$ cat src/ges_pkg.sv
// ----------------------------------------------------------------------------
// ges_pkg
// Shared types and fixed field widths for the Gaussian elimination solver.
// ----------------------------------------------------------------------------
package ges_pkg;

	// Stream and register field widths
	localparam int COEF_W      = 32;
	localparam int OUT_VAL_W   = 32;
	localparam int OUT_IDX_W   = 4;
	localparam int ORDER_CFG_W = 5;
	localparam int M_TDATA_W   = 40;

	// Datapath commands issued by the controller
	typedef struct packed {
		logic mrd;         // matrix read
		logic mwe;         // matrix write
		logic wsel_coef;   // matrix write data: incoming coefficient
		logic srd;         // solution read
		logic swe;         // solution write (quotient)
		logic ld_piv;      // pivot <= matrix read data
		logic ld_acc;      // accumulator <= matrix read data
		logic ld_opa;      // operand a <= matrix read data
		logic ld_opb_div;  // operand b <= quotient
		logic ld_opb_sol;  // operand b <= solution read data
		logic mul_start;
		logic div_start;
		logic acc_sub;     // accumulator <= accumulator - product
		logic ld_out;      // output value <= solution read data
		logic out_zero;    // output value <= 0
	} ges_cmd_t;

	// Datapath status returned to the controller
	typedef struct packed {
		logic mrd_zero;
		logic mul_done;
		logic div_done;
	} ges_sts_t;

endpackage

$ cat src/ges_ctrl.sv
// ----------------------------------------------------------------------------
// ges_ctrl
// Sequencer for loading, forward elimination, back substitution and output.
// ----------------------------------------------------------------------------
module ges_ctrl
	import ges_pkg::*;
#(
	parameter int MAX_ORDER = 16
) (
	input  logic                  clk,
	input  logic                  arst_n,
	input  logic                  cfg_wr_en,
	input  logic [ORDER_CFG_W-1:0] cfg_wr_data,
	input  logic                  in_valid,
	output logic                  in_ready,
	input  logic                  out_ready,
	output logic                  out_valid,
	output logic [OUT_IDX_W-1:0]  out_index,
	output logic                  out_last,
	output logic                  out_singular,
	output ges_cmd_t              cmd,
	input  ges_sts_t              sts,
	output logic [$clog2(MAX_ORDER*(MAX_ORDER+1))-1:0] mraddr,
	output logic [$clog2(MAX_ORDER*(MAX_ORDER+1))-1:0] mwaddr,
	output logic [(MAX_ORDER > 1 ? $clog2(MAX_ORDER) : 1)-1:0] sraddr,
	output logic [(MAX_ORDER > 1 ? $clog2(MAX_ORDER) : 1)-1:0] swaddr
);

	localparam int ADDR_W = $clog2(MAX_ORDER * (MAX_ORDER + 1));
	localparam int ORD_W  = $clog2(MAX_ORDER + 1);
	localparam int SIDX_W = MAX_ORDER > 1 ? $clog2(MAX_ORDER) : 1;

	typedef enum logic [4:0] {
		LOAD, E_PIV_RD, E_PIV_CHK, E_RAT_RD, E_RAT_LD, E_RAT_DIV, E_RAT_WAIT,
		E_K_RDA, E_K_RDB, E_K_LD, E_K_MUL, E_K_WR, F_RD, F_CHK,
		B_X_RD, B_X_LD, B_J_RDA, B_J_LD, B_J_GO, B_J_WAIT,
		B_D_RD, B_D_LD, B_D_GO, B_D_WAIT, O_RD, O_LD, O_WAIT, SING
	} state_t;

	state_t            state_q;
	logic [ORD_W-1:0]  n_q;
	logic [ADDR_W-1:0] stride_q;
	logic [ORD_W-1:0]  i_q;
	logic [ORD_W-1:0]  j_q;
	logic [ORD_W-1:0]  k_q;
	logic [ADDR_W-1:0] base_i_q;
	logic [ADDR_W-1:0] base_j_q;
	logic [ADDR_W-1:0] ld_cnt_q;
	logic [ORD_W-1:0]  n_new;
	logic              in_xfer;

	// Effective order from a register write
	always_comb begin
		if (cfg_wr_data == '0) begin
			n_new = ORD_W'(1);
		end else if (int'(cfg_wr_data) > MAX_ORDER) begin
			n_new = ORD_W'(MAX_ORDER);
		end else begin
			n_new = ORD_W'(cfg_wr_data);
		end
	end

	assign in_ready = (state_q == LOAD);
	assign in_xfer  = in_valid && in_ready;

	// Commands and addresses for the datapath
	always_comb begin
		cmd    = '0;
		mraddr = base_i_q + ADDR_W'(i_q);
		mwaddr = base_j_q + ADDR_W'(k_q);
		sraddr = i_q[SIDX_W-1:0];
		swaddr = i_q[SIDX_W-1:0];
		case (state_q)
			LOAD: begin
				cmd.mwe       = in_xfer;
				cmd.wsel_coef = 1'b1;
				mwaddr        = ld_cnt_q;
			end
			E_PIV_RD, F_RD, B_D_RD: cmd.mrd = 1'b1;
			E_PIV_CHK, B_D_LD:      cmd.ld_piv = 1'b1;
			E_RAT_RD: begin
				cmd.mrd = 1'b1;
				mraddr  = base_j_q + ADDR_W'(i_q);
			end
			E_RAT_LD, B_X_LD:       cmd.ld_acc = 1'b1;
			E_RAT_DIV, B_D_GO:      cmd.div_start = 1'b1;
			E_RAT_WAIT:             cmd.ld_opb_div = sts.div_done;
			E_K_RDA: begin
				cmd.mrd = 1'b1;
				mraddr  = base_i_q + ADDR_W'(k_q);
			end
			E_K_RDB: begin
				cmd.mrd    = 1'b1;
				cmd.ld_opa = 1'b1;
				mraddr     = base_j_q + ADDR_W'(k_q);
			end
			E_K_LD: begin
				cmd.ld_acc    = 1'b1;
				cmd.mul_start = 1'b1;
			end
			E_K_MUL, B_J_WAIT:      cmd.acc_sub = sts.mul_done;
			E_K_WR:                 cmd.mwe = 1'b1;
			B_X_RD: begin
				cmd.mrd = 1'b1;
				mraddr  = base_i_q + ADDR_W'(n_q);
			end
			B_J_RDA: begin
				cmd.mrd = 1'b1;
				cmd.srd = 1'b1;
				mraddr  = base_i_q + ADDR_W'(j_q);
				sraddr  = j_q[SIDX_W-1:0];
			end
			B_J_LD: begin
				cmd.ld_opa     = 1'b1;
				cmd.ld_opb_sol = 1'b1;
			end
			B_J_GO:                 cmd.mul_start = 1'b1;
			B_D_WAIT:               cmd.swe = sts.div_done;
			O_RD:                   cmd.srd = 1'b1;
			O_LD:                   cmd.ld_out = 1'b1;
			SING:                   cmd.out_zero = 1'b1;
			default: ;
		endcase
	end

	// State, counters and output flags
	always_ff @(posedge clk or negedge arst_n) begin
		if (!arst_n) begin
			state_q      <= LOAD;
			n_q          <= ORD_W'(1);
			stride_q     <= ADDR_W'(2);
			i_q          <= '0;
			j_q          <= '0;
			k_q          <= '0;
			base_i_q     <= '0;
			base_j_q     <= '0;
			ld_cnt_q     <= '0;
			out_valid    <= 1'b0;
			out_index    <= '0;
			out_last     <= 1'b0;
			out_singular <= 1'b0;
		end else begin
			if (cfg_wr_en) begin
				n_q      <= n_new;
				stride_q <= ADDR_W'(n_new) + ADDR_W'(1);
				i_q      <= '0;
				k_q      <= '0;
				ld_cnt_q <= '0;
			end
			case (state_q)
				LOAD: begin
					if (in_xfer && !cfg_wr_en) begin
						if (k_q == n_q) begin
							k_q <= '0;
							if (i_q + ORD_W'(1) == n_q) begin
								i_q      <= '0;
								base_i_q <= '0;
								ld_cnt_q <= '0;
								state_q  <= (n_q == ORD_W'(1)) ? F_RD : E_PIV_RD;
							end else begin
								i_q      <= i_q + ORD_W'(1);
								ld_cnt_q <= ld_cnt_q + ADDR_W'(1);
							end
						end else begin
							k_q      <= k_q + ORD_W'(1);
							ld_cnt_q <= ld_cnt_q + ADDR_W'(1);
						end
					end
				end
				E_PIV_RD: state_q <= E_PIV_CHK;
				E_PIV_CHK: begin
					if (sts.mrd_zero) begin
						state_q <= SING;
					end else begin
						j_q      <= i_q + ORD_W'(1);
						base_j_q <= base_i_q + stride_q;
						state_q  <= E_RAT_RD;
					end
				end
				E_RAT_RD:  state_q <= E_RAT_LD;
				E_RAT_LD:  state_q <= E_RAT_DIV;
				E_RAT_DIV: state_q <= E_RAT_WAIT;
				E_RAT_WAIT: begin
					if (sts.div_done) begin
						k_q     <= '0;
						state_q <= E_K_RDA;
					end
				end
				E_K_RDA: state_q <= E_K_RDB;
				E_K_RDB: state_q <= E_K_LD;
				E_K_LD:  state_q <= E_K_MUL;
				E_K_MUL: begin
					if (sts.mul_done) begin
						state_q <= E_K_WR;
					end
				end
				E_K_WR: begin
					if (k_q != n_q) begin
						k_q     <= k_q + ORD_W'(1);
						state_q <= E_K_RDA;
					end else if (j_q + ORD_W'(1) != n_q) begin
						j_q      <= j_q + ORD_W'(1);
						base_j_q <= base_j_q + stride_q;
						state_q  <= E_RAT_RD;
					end else begin
						i_q      <= i_q + ORD_W'(1);
						base_i_q <= base_i_q + stride_q;
						state_q  <= (i_q + ORD_W'(2) == n_q) ? F_RD : E_PIV_RD;
					end
				end
				F_RD:  state_q <= F_CHK;
				F_CHK: state_q <= sts.mrd_zero ? SING : B_X_RD;
				B_X_RD: state_q <= B_X_LD;
				B_X_LD: begin
					j_q     <= i_q + ORD_W'(1);
					state_q <= (i_q + ORD_W'(1) == n_q) ? B_D_RD : B_J_RDA;
				end
				B_J_RDA: state_q <= B_J_LD;
				B_J_LD:  state_q <= B_J_GO;
				B_J_GO:  state_q <= B_J_WAIT;
				B_J_WAIT: begin
					if (sts.mul_done) begin
						if (j_q + ORD_W'(1) == n_q) begin
							state_q <= B_D_RD;
						end else begin
							j_q     <= j_q + ORD_W'(1);
							state_q <= B_J_RDA;
						end
					end
				end
				B_D_RD: state_q <= B_D_LD;
				B_D_LD: state_q <= B_D_GO;
				B_D_GO: state_q <= B_D_WAIT;
				B_D_WAIT: begin
					if (sts.div_done) begin
						if (i_q == '0) begin
							state_q <= O_RD;
						end else begin
							i_q      <= i_q - ORD_W'(1);
							base_i_q <= base_i_q - stride_q;
							state_q  <= B_X_RD;
						end
					end
				end
				O_RD: state_q <= O_LD;
				O_LD: begin
					out_valid    <= 1'b1;
					out_index    <= OUT_IDX_W'(i_q);
					out_last     <= (i_q + ORD_W'(1) == n_q);
					out_singular <= 1'b0;
					state_q      <= O_WAIT;
				end
				SING: begin
					out_valid    <= 1'b1;
					out_index    <= '0;
					out_last     <= 1'b1;
					out_singular <= 1'b1;
					state_q      <= O_WAIT;
				end
				O_WAIT: begin
					if (out_ready) begin
						out_valid <= 1'b0;
						if (out_last) begin
							i_q      <= '0;
							k_q      <= '0;
							ld_cnt_q <= '0;
							state_q  <= LOAD;
						end else begin
							i_q     <= i_q + ORD_W'(1);
							state_q <= O_RD;
						end
					end
				end
				default: state_q <= LOAD;
			endcase
		end
	end

endmodule

$ cat config.mk
export PLATFORM = sky130hd
export DESIGN_NAME = ges_ctrl
export DESIGN_NICKNAME = d
export VERILOG_FILES = /design/src/ges_pkg.sv /design/src/ges_ctrl.sv
export SDC_FILE = /design/constraint.sdc
export NUM_CORES = 1
export LEC_CHECK = 0
export BUFFER_PORTS_ARGS = -buffer_cell sky130_fd_sc_hd__buf_2
export CAP_MARGIN = 20
export CORE_AREA = 2 2 106 108
export CTS_CLUSTER_DIAMETER = 100
export CTS_CLUSTER_SIZE = 14
export DETAILED_ROUTE_END_ITERATION = 16
export DIE_AREA = 0 0 108 110
export GPL_ROUTABILITY_DRIVEN = 0
export GPL_TIMING_DRIVEN = 0
export MAX_ROUTING_LAYER = met4
export PLACE_DENSITY = 0.91
export SYNTH_ARGS = -nofsm -noshare
export SYNTH_HDL_FRONTEND = slang
export SYNTH_SLANG_ARGS = --single-unit
$ cat constraint.sdc
create_clock -name clk -period 6.5 [get_ports clk]
set_input_delay 0.975 -clock clk [delete_from_list [all_inputs] [get_ports clk]]
set_output_delay 0.975 -clock clk [all_outputs]
set_load 0.02 [all_outputs]
==> flow_summary.json <==
{
  "status": "complete, no violations",
  "port_buffers": 60,
  "cts_setup_buffers": 0,
  "irDropWorstVdd_mv": 0.204,
  "numCtsBuffers": 9,
  "cp-end-kind": "primary output",
  "grt_pass1_wl_um": 31300,
  "final_cells": 1048,
  "worst-r2r-cell-count": 10,
  "vias": 6897,
  "grt_overflow": 0,
  "setup_viol": 0,
  "hold_buffers": 0,
  "drv_slew": 0,
  "drv_cap": 0,
  "dp.final_hpwl_um": 14500,
  "critPathTopFamily": "compound AO/OA/AOI/OAI gates",
  "cts_tree": "done",
  "synth.distinct_cells": 79,
  "drive_above_1_share_pct": 14.4,
  "pin_count": 62,
  "critPathSlowestCell": "a21oi_1",
  "vias_per_cell": 6.58,
  "critPathLaunchType": "flop",
  "root_buffer": "clkbuf_8",
  "worstSkewPairLatency_ns": 0.38,
  "diodes": 0,
  "cellLeakagePower_uw": 0.00328,
  "synth_edf_count": 0,
  "syn_area_per_cell_um2": 7.79,
  "rrSetupSlack_ns": 3.26,
  "ant_nets": 0,
  "synth_area_um2": 6480,
  "final.min_clock_period_ns": 5.63,
  "path_clk_slew_ns": 0.08,
  "seqPwrFrac_pct": 22.4,
  "finalCritPeriodShare_pct": 86.6,
  "core_area_um2": 10700,
  "fin_skew_ns": 0.0128,
  "synth.yosys.seq_area_share_pct": 25.1,
  "die_w_um": 108,
  "grt_max_degree": 66,
  "dr.pass1.iters": 7,
  "path_cells": "buf_2 > clkbuf_1 > nor2_1 > nand2_1 > o22ai_1 > a21oi_1 > mux2i_1 > ha_1 > inv_1 > fa_1 > nor2b_1 > o21ai_0 > a21oi_1 > o21ai_0 > nor2_1 > xnor2_1 > o22ai_1 > buf_2",
  "ys.flop_type": "dfrtp_1",
  "grt_util_met3_pct": 8.00,
  "top_usage_layer": "met2",
  "die_area_um2": 11900,
  "area_growth_pct": 10.1,
  "slowest_delay_ns": 0.66,
  "pwr-share-clk_pct": 12.2,
  "ys_ff_latch": 65,
  "use_met1_pct": 45.2,
  "cp.required_ns": 5.52,
  "syn_nets": 893,
  "syn_inst": 832,
  "hold_depth": 1,
  "drtIter0Drc": 765,
  "start_util_pct": 60.6,
  "synth.top_cell.area_share_pct": 24.3,
  "antenna_found_initial": 0,
  "r2r_end": "base_i_q[3]",
  "grt_setup_unrepaired": "no",
  "power_frac_comb_pct": 65.4,
  "fmax_ghz": 0.178,
  "worstPathArrival_ns": 4.65,
  "path_class": "reg2out",
  "intPower_uw": 1290,
  "grt_pass1_vias": 6293,
  "drc": 0,
  "switching_power_uw": 1450,
  "worstPathMaxFanout": 10,
  "dpl.cell_count": 1032,
  "cts_max_path_buffers": 2,
  "hold_path.class": "reg2reg",
  "min_delay_worst_endpoint": "out_index[0]",
  "clock-sinks": 65,
  "nNetsFinal": 964,
  "htreeDepth": 3,
  "reg2reg_from": "i_q[1]",
  "synth_top_cell_by_area": "dfrtp_1",
  "hold_viol_final": 0,
  "tns_ns": 0,
  "mostFrequentLayoutCells": "nand2_1 (91), buf_2 (77), o21ai_0 (67)",
  "fill_cells": 917,
  "maxSlewHeadroom_pct": 30.2,
  "die_y_um": 110,
  "yosysWarningCount": 0,
  "post_cts_resized": 0,
  "fin_util_pct": 66.7,
  "tightestPinTransition_ns": 1.04,
  "track_usage_pct": 34.8,
  "synthTopCellsByArea": "dfrtp_1 (24%), ha_1 (8.1%), nand2_1 (5.3%), o21ai_0 (5.2%), a21oi_1 (4.7%)",
  "wl_um": 19600,
  "cp_num_buf_inv": 4,
  "wl_per_cell_um": 18.7,
  "mostFrequentLayoutCell": "nand2_1",
  "netSwitchingFraction_pct": 52.9,
  "met2_usage_pct": 51.7,
  "p_per_area_nw_per_um2": 384,
  "placementRows": 38,
  "ys_async_sr_fraction_pct": 100,
  "hp-start": "out_index[0]"
}
==> layout make-up <==
| class | count | area [um2] | area share [%] |
|---|---|---|---|
| Clock buffer | 13 | 159 | 2.23 |
| Tap cell | 140 | 175 | 2.45 |
| Clock inverter | 3 | 15.0 | 0.210 |
| Buffer | 56 | 270 | 3.79 |
| Timing Repair Buffer | 60 | 303 | 4.24 |
| Inverter | 42 | 158 | 2.21 |
| Multi-Input combinational cell | 669 | 4430 | 62.0 |
| Sequential cell | 65 | 1630 | 22.8 |
==> Yosys cell counts, drive strengths merged (13+ instances only) <==
| master | count |
|---|---|
| nand2 | 92 |
| o21ai | 71 |
| a21oi | 64 |
| dfrtp | 63 |
| nor2 | 62 |
| ha | 42 |
| inv | 40 |
| xnor2 | 33 |
| buf | 32 |
| nand3 | 26 |
| clkbuf | 24 |
| nor3 | 21 |
| xor2 | 19 |
| a31oi | 18 |
| a21o | 16 |
| nor2b | 16 |
| nand2b | 15 |
| o22ai | 14 |
| a22oi | 13 |
| and3 | 13 |
==> how the worst max path moves through the flow <==
stage	from	to	slack (ns)	cells after the start
floorplan	state_q[0]	mraddr[6]	2.05	16
global placement	state_q[0]	mraddr[8]	1.52	18
detailed placement	state_q[0]	mraddr[8]	1.40	18
CTS	state_q[0]	mraddr[8]	0.98	18
global route	state_q[0]	mraddr[8]	0.59	18
finish	state_q[0]	mraddr[8]	0.87	18
==> power groups by stage <==
stage               Sequential (uW)  Combinational (uW)  Clock [uW]
finish                          613                1790         335
global route                    626                1940         349
CTS                             607                1740         335
detailed placement              615                1720           0
global placement                611                1680           0
floorplan                       589                1280           0
==> kinds of logic after synthesis <==
family	share of synthesized area, %
mux	2.47
fa+ha+maj	9.96
buf+inv	6.60
flops	25.1
simple gates	21.1
compound gates	27.5
xor+xnor	7.25
==> through the flow <==
stage / hold slack [ns] / worst slack (ns) / power [uW] / instance area, um2
floorplan: 0.487 / 2.05 / 1870 / 6480
global placement: 0.484 / 1.52 / 2290 / 6960
detailed placement: 0.486 / 1.40 / 2340 / 6960
CTS: 0.506 / 0.984 / 2680 / 7140
global route: 0.546 / 0.588 / 2920 / 7140
finish: 0.502 / 0.874 / 2740 / 7140
==> per-layer routing <==
layer  part of all wire [%]  up-vias
met5                      0        -
met4                    4.8        0
met3                     12      111
met2                     43      484
met1                     41     3164
li1                       -     3138
==> registers in the layout, summed over array words and instances, names as in the netlist <==
| signal | count |
|---|---|
| out_last | 1 |
| out_valid | 1 |
| i_q | 5 |
| base_i_q | 9 |
| state_q | 5 |
| stride_q | 6 |
| n_q | 5 |
| out_index | 4 |
| k_q | 5 |
| j_q | 5 |
| base_j_q | 9 |
| ld_cnt_q | 9 |
| out_singular | 1 |
Note: power is estimated with default switching activity, not from simulation.
